[src/sv/fvpid_pkg.sv]
// ----------------------------------------------------------------------------
// fvpid_pkg
// Types and constants shared by the flow velocity PID controller modules.
// ----------------------------------------------------------------------------
package fvpid_pkg;

   // speeds in 1/64 cm/s, gains unsigned Q4.12, terms in units of 2^-18
   localparam int TARGET_LIMIT = 1920;        // 30 cm/s
   localparam int DEAD_BAND    = 64;          // 1 cm/s
   localparam int QUALITY_MIN  = 20;
   localparam int INT_LIMIT    = 5242880;     // 40.0 in units of 2^-17
   localparam int D_LIMIT      = 70 << 18;
   localparam int SUM_LIMIT    = 150 << 18;
   localparam int DRIVE_LIMIT  = 15000;
   localparam int FALLBACK_MUL = 20 * 64;     // bang-bang magnitude per gain LSB
   localparam int DRIVE_SCALE  = 100;         // hundredths
   localparam int FRAC_BITS    = 18;

   localparam int GAIN_W    = 16;
   localparam int SPEED_W   = 16;
   localparam int QUALITY_W = 8;
   localparam int DRIVE_W   = 15;
   localparam int INTEG_W   = 24;
   localparam int ERROR_W   = 18;
   localparam int CSR_IDX_W = 3;

   typedef enum logic [CSR_IDX_W-1:0] {
      CSR_FALLBACK_FWD_GAIN = 3'd0,
      CSR_FALLBACK_BWD_GAIN = 3'd1,
      CSR_PROP_GAIN         = 3'd2,
      CSR_INTEG_GAIN        = 3'd3,
      CSR_DERIV_GAIN        = 3'd4
   } csr_index_type;

   typedef struct packed {
      logic [GAIN_W-1:0] fallback_forward_gain;
      logic [GAIN_W-1:0] fallback_backward_gain;
      logic [GAIN_W-1:0] proportional_gain;
      logic [GAIN_W-1:0] integral_gain;
      logic [GAIN_W-1:0] derivative_gain;
   } gains_type;

   typedef struct packed {
      logic                 action;
      logic [SPEED_W-1:0]   target_speed;
      logic [SPEED_W-1:0]   measured_speed;
      logic [QUALITY_W-1:0] flow_quality;
   } req_type;

   typedef struct packed {
      logic [DRIVE_W-1:0] drive_out;
      logic               fallback_active;
   } rsp_type;

endpackage

[src/sv/fvpid_csr.sv]
// ----------------------------------------------------------------------------
// fvpid_csr
// Gain register file, written through a plain write-enable port.
// ----------------------------------------------------------------------------
module fvpid_csr (
   input  logic                                clock,
   input  logic                                reset,
   input  logic                                csr_write_enable,
   input  logic [fvpid_pkg::CSR_IDX_W-1:0]     csr_index,
   input  logic [fvpid_pkg::GAIN_W-1:0]        csr_write_data,
   output fvpid_pkg::gains_type                gains
);

   fvpid_pkg::gains_type gains_ff;
   fvpid_pkg::gains_type gains_in;

   always_comb begin
      gains_in = gains_ff;
      if (csr_write_enable) begin
         unique case (fvpid_pkg::csr_index_type'(csr_index))
            fvpid_pkg::CSR_FALLBACK_FWD_GAIN: gains_in.fallback_forward_gain  = csr_write_data;
            fvpid_pkg::CSR_FALLBACK_BWD_GAIN: gains_in.fallback_backward_gain = csr_write_data;
            fvpid_pkg::CSR_PROP_GAIN:         gains_in.proportional_gain      = csr_write_data;
            fvpid_pkg::CSR_INTEG_GAIN:        gains_in.integral_gain          = csr_write_data;
            fvpid_pkg::CSR_DERIV_GAIN:        gains_in.derivative_gain        = csr_write_data;
            default:                          gains_in = gains_ff; // drop unknown index
         endcase
      end
   end

   always_ff @(posedge clock) begin
      if (reset) begin
         gains_ff.fallback_forward_gain  <= 16'd4096;
         gains_ff.fallback_backward_gain <= 16'd4096;
         gains_ff.proportional_gain      <= 16'd4096;
         gains_ff.integral_gain          <= 16'd0;
         gains_ff.derivative_gain        <= 16'd0;
      end else begin
         gains_ff <= gains_in;
      end
   end

   assign gains = gains_ff;

endmodule

[src/sv/fvpid_core.sv]
// ----------------------------------------------------------------------------
// fvpid_core
// One control step: target clamp, bang-bang fallback or PID, output scaling,
// and the integrator / error history registers.
// ----------------------------------------------------------------------------
module fvpid_core (
   input  logic                 clock,
   input  logic                 reset,
   input  logic                 step_en,
   input  fvpid_pkg::req_type   item,
   input  fvpid_pkg::gains_type gains,
   output fvpid_pkg::rsp_type   result
);

   logic signed [fvpid_pkg::INTEG_W-1:0] integ_ff, integ_in;
   logic signed [fvpid_pkg::ERROR_W-1:0] prev_err_ff, prev_err_in;
   logic                                 hist_invalid_ff, hist_invalid_in;

   logic signed [fvpid_pkg::SPEED_W-1:0] target_s, measured_s;
   logic signed [11:0]                   target_c;
   logic                                 fallback;
   logic signed [fvpid_pkg::ERROR_W-1:0] err;
   logic signed [34:0]                   p_prod, i_prod;
   logic signed [34:0]                   p_term;
   logic signed [33:0]                   i_inc;
   logic signed [35:0]                   integ_sum;
   logic signed [fvpid_pkg::INTEG_W-1:0] integ_step;
   logic signed [18:0]                   err_diff;
   logic signed [35:0]                   d_prod, d_raw;
   logic signed [25:0]                   d_term;
   logic signed [36:0]                   pid_sum;
   logic signed [27:0]                   fb_mag, fb_sum;
   logic signed [36:0]                   sum_sel;
   logic signed [26:0]                   sum_c;
   logic signed [33:0]                   scaled, scaled_adj;
   logic signed [15:0]                   drive;

   always_comb begin
      target_s   = $signed(item.target_speed);
      measured_s = $signed(item.measured_speed);
      fallback   = item.flow_quality < 8'(fvpid_pkg::QUALITY_MIN);

      if (target_s > 16'(fvpid_pkg::TARGET_LIMIT)) begin
         target_c = 12'(fvpid_pkg::TARGET_LIMIT);
      end else if (target_s < -16'sd1920) begin
         target_c = -12'sd1920;
      end else begin
         target_c = target_s[11:0];
      end

      err = {{6{target_c[11]}}, target_c} - {{2{measured_s[15]}}, measured_s};

      // P and I products share the error
      p_prod = err * $signed({1'b0, gains.proportional_gain});
      i_prod = err * $signed({1'b0, gains.integral_gain});
      p_term = -p_prod;
      i_inc  = 34'(i_prod >>> 1);

      integ_sum = 36'(integ_ff) + 36'(i_inc);
      if (integ_sum > 36'(fvpid_pkg::INT_LIMIT)) begin
         integ_step = 24'(fvpid_pkg::INT_LIMIT);
      end else if (integ_sum < -36'(fvpid_pkg::INT_LIMIT)) begin
         integ_step = -24'(fvpid_pkg::INT_LIMIT);
      end else begin
         integ_step = integ_sum[23:0];
      end

      err_diff = 19'(err) - 19'(prev_err_ff);
      d_prod   = err_diff * $signed({1'b0, gains.derivative_gain});
      d_raw    = -d_prod;
      if (hist_invalid_ff) begin
         d_term = '0;
      end else if (d_raw > 36'(fvpid_pkg::D_LIMIT)) begin
         d_term = 26'(fvpid_pkg::D_LIMIT);
      end else if (d_raw < -36'(fvpid_pkg::D_LIMIT)) begin
         d_term = -26'(fvpid_pkg::D_LIMIT);
      end else begin
         d_term = d_raw[25:0];
      end

      pid_sum = 37'(p_term) - (37'(integ_step) <<< 1) + 37'(d_term);

      // bang-bang: forward gain pulls down, backward gain pushes up
      if (target_c > 12'(fvpid_pkg::DEAD_BAND)) begin
         fb_mag = $signed({1'b0, 27'(gains.fallback_forward_gain)
                                 * 27'(fvpid_pkg::FALLBACK_MUL)});
         fb_sum = -fb_mag;
      end else if (target_c < -12'sd64) begin
         fb_mag = $signed({1'b0, 27'(gains.fallback_backward_gain)
                                 * 27'(fvpid_pkg::FALLBACK_MUL)});
         fb_sum = fb_mag;
      end else begin
         fb_mag = '0;
         fb_sum = '0;
      end

      sum_sel = fallback ? 37'(fb_sum) : pid_sum;
      if (sum_sel > 37'(fvpid_pkg::SUM_LIMIT)) begin
         sum_c = 27'(fvpid_pkg::SUM_LIMIT);
      end else if (sum_sel < -37'(fvpid_pkg::SUM_LIMIT)) begin
         sum_c = -27'(fvpid_pkg::SUM_LIMIT);
      end else begin
         sum_c = sum_sel[26:0];
      end

      // scale to hundredths, truncate toward zero
      scaled     = 34'(sum_c) * 34'(fvpid_pkg::DRIVE_SCALE);
      scaled_adj = scaled[33] ? scaled + 34'((1 << fvpid_pkg::FRAC_BITS) - 1) : scaled;
      drive      = 16'(scaled_adj >>> fvpid_pkg::FRAC_BITS);

      result.drive_out       = drive[fvpid_pkg::DRIVE_W-1:0];
      result.fallback_active = fallback;
   end

   always_comb begin
      integ_in        = integ_ff;
      prev_err_in     = prev_err_ff;
      hist_invalid_in = hist_invalid_ff;
      if (step_en) begin
         if (item.action) begin
            integ_in = '0;
         end else if (fallback) begin
            prev_err_in     = '0;
            hist_invalid_in = 1'b1;
         end else begin
            integ_in        = integ_step;
            prev_err_in     = err;
            hist_invalid_in = 1'b0;
         end
      end
   end

   always_ff @(posedge clock) begin
      if (reset) begin
         integ_ff        <= '0;
         prev_err_ff     <= '0;
         hist_invalid_ff <= 1'b0;
      end else begin
         integ_ff        <= integ_in;
         prev_err_ff     <= prev_err_in;
         hist_invalid_ff <= hist_invalid_in;
      end
   end

endmodule

[src/sv/flow_velocity_pid_with_fallback.sv]
// ----------------------------------------------------------------------------
// flow_velocity_pid_with_fallback
// Single-axis optical-flow velocity PID with clamped integrator and a
// bang-bang fallback for low flow quality.
//
//   channel | direction | handshake            | payload
//   req     | in        | req_valid/req_ready  | action, target, measured, quality
//   rsp     | out       | rsp_valid/rsp_ready  | drive_out, fallback_active
//   csr     | in        | csr_write_enable     | csr_index, csr_write_data
//
// One request per cycle sustained while responses are not stalled; a run
// request gives its response through the request register, one pass
// through the control datapath and the response register. Clear requests
// update the integrator and give no response. Reset clears gains to
// defaults, state to zero and both valid bits. A stalled response holds
// the response register; an empty request register takes one more request.
// ----------------------------------------------------------------------------
module flow_velocity_pid_with_fallback (
   input  logic                                clock,
   input  logic                                reset,
   input  logic                                req_valid,
   output logic                                req_ready,
   input  logic                                req_action,
   input  logic signed [fvpid_pkg::SPEED_W-1:0] req_target_speed,
   input  logic signed [fvpid_pkg::SPEED_W-1:0] req_measured_speed,
   input  logic [fvpid_pkg::QUALITY_W-1:0]     req_flow_quality,
   output logic                                rsp_valid,
   input  logic                                rsp_ready,
   output logic signed [fvpid_pkg::DRIVE_W-1:0] rsp_drive_out,
   output logic                                rsp_fallback_active,
   input  logic                                csr_write_enable,
   input  logic [fvpid_pkg::CSR_IDX_W-1:0]     csr_index,
   input  logic [fvpid_pkg::GAIN_W-1:0]        csr_write_data
);

   fvpid_pkg::gains_type gains;
   fvpid_pkg::req_type   item_ff, item_in;
   fvpid_pkg::rsp_type   rsp_ff, rsp_in;
   fvpid_pkg::rsp_type   result;
   logic                 in_vld_ff, in_vld_in;
   logic                 out_vld_ff, out_vld_in;
   logic                 out_free;
   logic                 advance;
   logic                 req_fire;

   fvpid_csr u_csr (
      .clock            (clock),
      .reset            (reset),
      .csr_write_enable (csr_write_enable),
      .csr_index        (csr_index),
      .csr_write_data   (csr_write_data),
      .gains            (gains)
   );

   fvpid_core u_core (
      .clock   (clock),
      .reset   (reset),
      .step_en (advance),
      .item    (item_ff),
      .gains   (gains),
      .result  (result)
   );

   always_comb begin
      out_free  = !out_vld_ff || rsp_ready;
      advance   = in_vld_ff && out_free;
      req_ready = !in_vld_ff || out_free;
      req_fire  = req_valid && req_ready;

      item_in.action         = req_action;
      item_in.target_speed   = req_target_speed;
      item_in.measured_speed = req_measured_speed;
      item_in.flow_quality   = req_flow_quality;

      in_vld_in  = req_fire || (in_vld_ff && !advance);
      out_vld_in = (advance && !item_ff.action) || (out_vld_ff && !rsp_ready);
      rsp_in     = (advance && !item_ff.action) ? result : rsp_ff;
   end

   always_ff @(posedge clock) begin
      if (reset) begin
         in_vld_ff  <= 1'b0;
         out_vld_ff <= 1'b0;
      end else begin
         in_vld_ff  <= in_vld_in;
         out_vld_ff <= out_vld_in;
      end
   end

   // payload registers: load on accept, hold otherwise
   always_ff @(posedge clock) begin
      if (req_fire) begin
         item_ff <= item_in;
      end
      rsp_ff <= rsp_in;
   end

   assign rsp_valid           = out_vld_ff;
   assign rsp_drive_out       = $signed(rsp_ff.drive_out);
   assign rsp_fallback_active = rsp_ff.fallback_active;

endmodule

[config.mk]
export PLATFORM = sky130hd
export DESIGN_NAME = flow_velocity_pid_with_fallback
export DESIGN_NICKNAME = d
export VERILOG_FILES = /design/src/sv/fvpid_pkg.sv /design/src/sv/fvpid_csr.sv /design/src/sv/fvpid_core.sv /design/src/sv/flow_velocity_pid_with_fallback.sv
export SDC_FILE = /design/constraint.sdc
export NUM_CORES = 2
export LEC_CHECK = 0
export BUFFER_PORTS_ARGS = -buffer_cell sky130_fd_sc_hd__clkbuf_2
export CAP_MARGIN = 20
export CORE_MARGIN = 2
export CORE_UTILIZATION = 55
export CTS_CLUSTER_SIZE = 24
export DETAILED_ROUTE_END_ITERATION = 16
export PLACE_DENSITY = 0.77
export SLEW_MARGIN = 15
export SYNTH_ARGS = -nofsm -noshare
export SYNTH_HDL_FRONTEND = slang
export SYNTH_SLANG_ARGS = --single-unit
[constraint.sdc]
create_clock -name clock -period 26.5 [get_ports clock]
set_clock_uncertainty 0.1 [all_clocks]
set_input_delay 2.65 -clock clock [delete_from_list [all_inputs] [get_ports clock]]
set_output_delay 2.65 -clock clock [all_outputs]
set_load 0.005 [all_outputs]
==> impl_metrics.tcl <==
set metrics [dict create \
    outcome "complete, no violations" \
    tritoncts_clock_tree "built" \
    grt_start_max_net_pins 72 \
    clk_pin_slew_worst_paths_ns 0.08 \
    avgSynthCellArea_um2 8.38 \
    ys_ff_latch 179 \
    drtAntennaViolNets 0 \
    antenna_found_initial 3 \
    detailed_place.area_um2 55900 \
    worstSetupStartpointType "flip-flop" \
    hold_viol_final 0 \
    synth.yosys.warnings 0 \
    ctsLongestPathBuffers 2 \
    worstPathArrival_ns 24.81 \
    diodes 0 \
    netlist_instances 6474 \
    crit_path_end_kind "flip-flop" \
    grt-ovfl-total 0 \
    root_buffer "clkbuf_16" \
    num_io_pins 83 \
    first_global_vias 45500 \
    slowest_delay_ns 0.86 \
    ys_top_cells_by_area "fa_1 34%, ha_1 12%, inv_1 8.7%" \
    synth.top_cell.area_share_pct 33.9 \
    avgRoutedWirePerCell_um 18.7 \
    synth-async-reset-ratio_pct 0 \
    final_layout_size_suffix_gt1_share_pct 4.52 \
    yosys.area.top_type "fa_1" \
    r2r_end "rsp_drive_out[12]" \
    r2r_cells 85 \
    grt_util_all_layers_pct 29.0 \
    drv_slew 0 \
    synth_flop_cell "dfxtp_1" \
    synth.yosys.seq_area_share_pct 7.62 \
    finalCritPeriodShare_pct 93.0 \
    grt_first_pass_wirelength_um 236000 \
    synth_area_um2 54300 \
    avgViaCountPerCell 5.79 \
    place.port_buffers 80 \
    gp_congestion 0.999 \
    yosysMostFrequentCell "inv_1" \
    timing.setup.tns_ns 0 \
    worst-endpoint-required_ns 26.65 \
    timing_worst_slew_pin_value_ns 1.17 \
    rsz0062_at_grt "false" \
    clock.fmax_mhz 40.6 \
    cts_post_setup_buffers_inserted 0 \
    setup_viol_count_final 0 \
    cts_resized 0 \
    initial_core_util_pct 55.3 \
    fp.dieW_um 318 \
    fin_area_um2 56500 \
    ys_top_cells_by_count "1,260 x inv_1, 919 x fa_1, 812 x nand2_1" \
    final.min_clock_period_ns 24.65 \
    core_region_area_um2 98100 \
    htree_levels 4 \
    die_area_um2 101000 \
    critical_path.slowest_cell "mux2i_1" \
    hold_path.class "flip-flop to flip-flop" \
    cp_num_buf_inv 10 \
    headroom_to_the_max_slew_limit_pct 21.5 \
    worst-path-max-fanout 38 \
    holdPathEnd "u_core.integ_ff[18]" \
    detailroute.via_count 44400 \
    cts_inserted_buffers 17 \
    placementRows 115 \
    critical_path_class "flip-flop to flip-flop" \
    reg2reg_launch_point "item_ff[29]" \
    dieHeight_um 318 \
    insertion_delay_ns 0.51 \
    postSynthNetCount 7991 \
    drt_wl_total_um 144000 \
    synth_edf_count 55 \
    cts.sink_count 179 \
    detailed_place_hpwl_um 115000 \
    fillCellCount 8714 \
    firstDrtPassIters 8 \
    hold_path_startpoint "u_core.integ_ff[18]" \
    finalNetCount 7891 \
    synth.lib_cells_used.distinct 119 \
    cap_violations 0 \
    crit_family "compound AO/OA/AOI/OAI gates" \
    syn2layout_area_growth_pct 4.07 \
    dr.first_iter.drc_count 3528 \
    cts_hold_buf 0 \
    hold_depth 2 \
    post-route-drc-count 0 \
    r2r_slack_ns 1.85 \
]
through the flow:
| step | hold WS (ns) | cells | util (%) | setup WS (ns) |
|---|---|---|---|---|
| finish | 0.363 | 7674 | 57.5 | 1.85 |
| global placement | 0.342 | 7639 | 56.9 | 2.75 |
| floorplan | 0.332 | 6474 | - | 6.25 |
| CTS | 0.361 | 7671 | 57.5 | 2.25 |
| global route | 0.379 | 7674 | 57.5 | 0.139 |
| detailed placement | 0.351 | 7639 | 56.9 | 2.41 |
flip-flops by register name, indices dropped and copies added, names as in the netlist:
name,flops
u_csr.gains,80
in_vld_ff,1
rsp_valid,1
item_ff,39
u_core.hist_invalid_ff,1
rsp_fallback_active,1
rsp_drive_out,15
u_core.integ_ff,24
u_core.prev_err_ff,17
routing by layer:
metal	global-route usage, %	vias to the layer above	part of all wire (%)
met1	37.1	22000	40
met5	0	-	0.0077
met2	47.8	1614	47
met4	13.5	2	5.1
li1	-	20400	-
met3	5.56	362	8.0
cell families after synthesis:
family	after synthesis	share of synthesized area, %
adders and majority gates	1452	46.2
xor gates and xnor gates	263	4.27
buffers and inverters	1526	10.6
AOI/OAI and AO/OA	953	11.8
DFF	179	7.62
muxes	20	0.381
and+or+nand+nor	2081	19.1
cell usage in the layout (no fill, tap or decap), drive strengths merged, types with 20 or more instances in the layout:
cell type,count
inv,1271
fa,919
nand2,812
ha,533
and2,356
a21oi,273
nor2,265
o21ai,188
xnor2,163
dfxtp,124
nor2b,115
nand3,111
xor2,100
clkbuf,97
nor3,95
a21o,81
nand2b,73
buf,66
nand4,56
edfxtp,55
o21a,46
a31oi,44
and3,43
a211oi,34
or3,32
nand3b,28
o211ai,28
o31ai,24
o311ai,23
o21bai,22
a21boi,20
or2,20
final cells by class:
cell class / count / area [µm²] / share of cell area (%)
clock buffers: 18 / 429 / 0.760
clock inverters: 14 / 134 / 0.237
inverters: 1262 / 4740 / 8.39
multi-input cells: 4769 / 44500 / 78.8
flip-flops and latches: 179 / 4130 / 7.32
well taps: 1287 / 1610 / 2.85
repair buffers: 145 / 915 / 1.62
how the worst max path moves through the flow:
stage | slack (ns) | endpoint | depth (start not counted) | from
final | 1.85 | rsp_drive_out[12] | 85 | item_ff[29]
after global routing | 0.14 | rsp_drive_out[12] | 85 | item_ff[29]
after CTS | 2.25 | rsp_drive_out[12] | 85 | item_ff[29]
after detailed placement | 2.41 | rsp_drive_out[12] | 85 | item_ff[29]
after global placement | 2.75 | rsp_drive_out[12] | 80 | item_ff[31]
after floorplan | 6.25 | rsp_drive_out[14] | 85 | item_ff[29]
worst min-delay path, cell delays in order (launching register included):
cell and delay [ns]:
dfxtp_1 0.32, nand2_1 0.05, o21ai_1 0.05
Power is not shown: default switching activity piles up to over one toggle a cycle in this logic, so the estimate is an artifact.
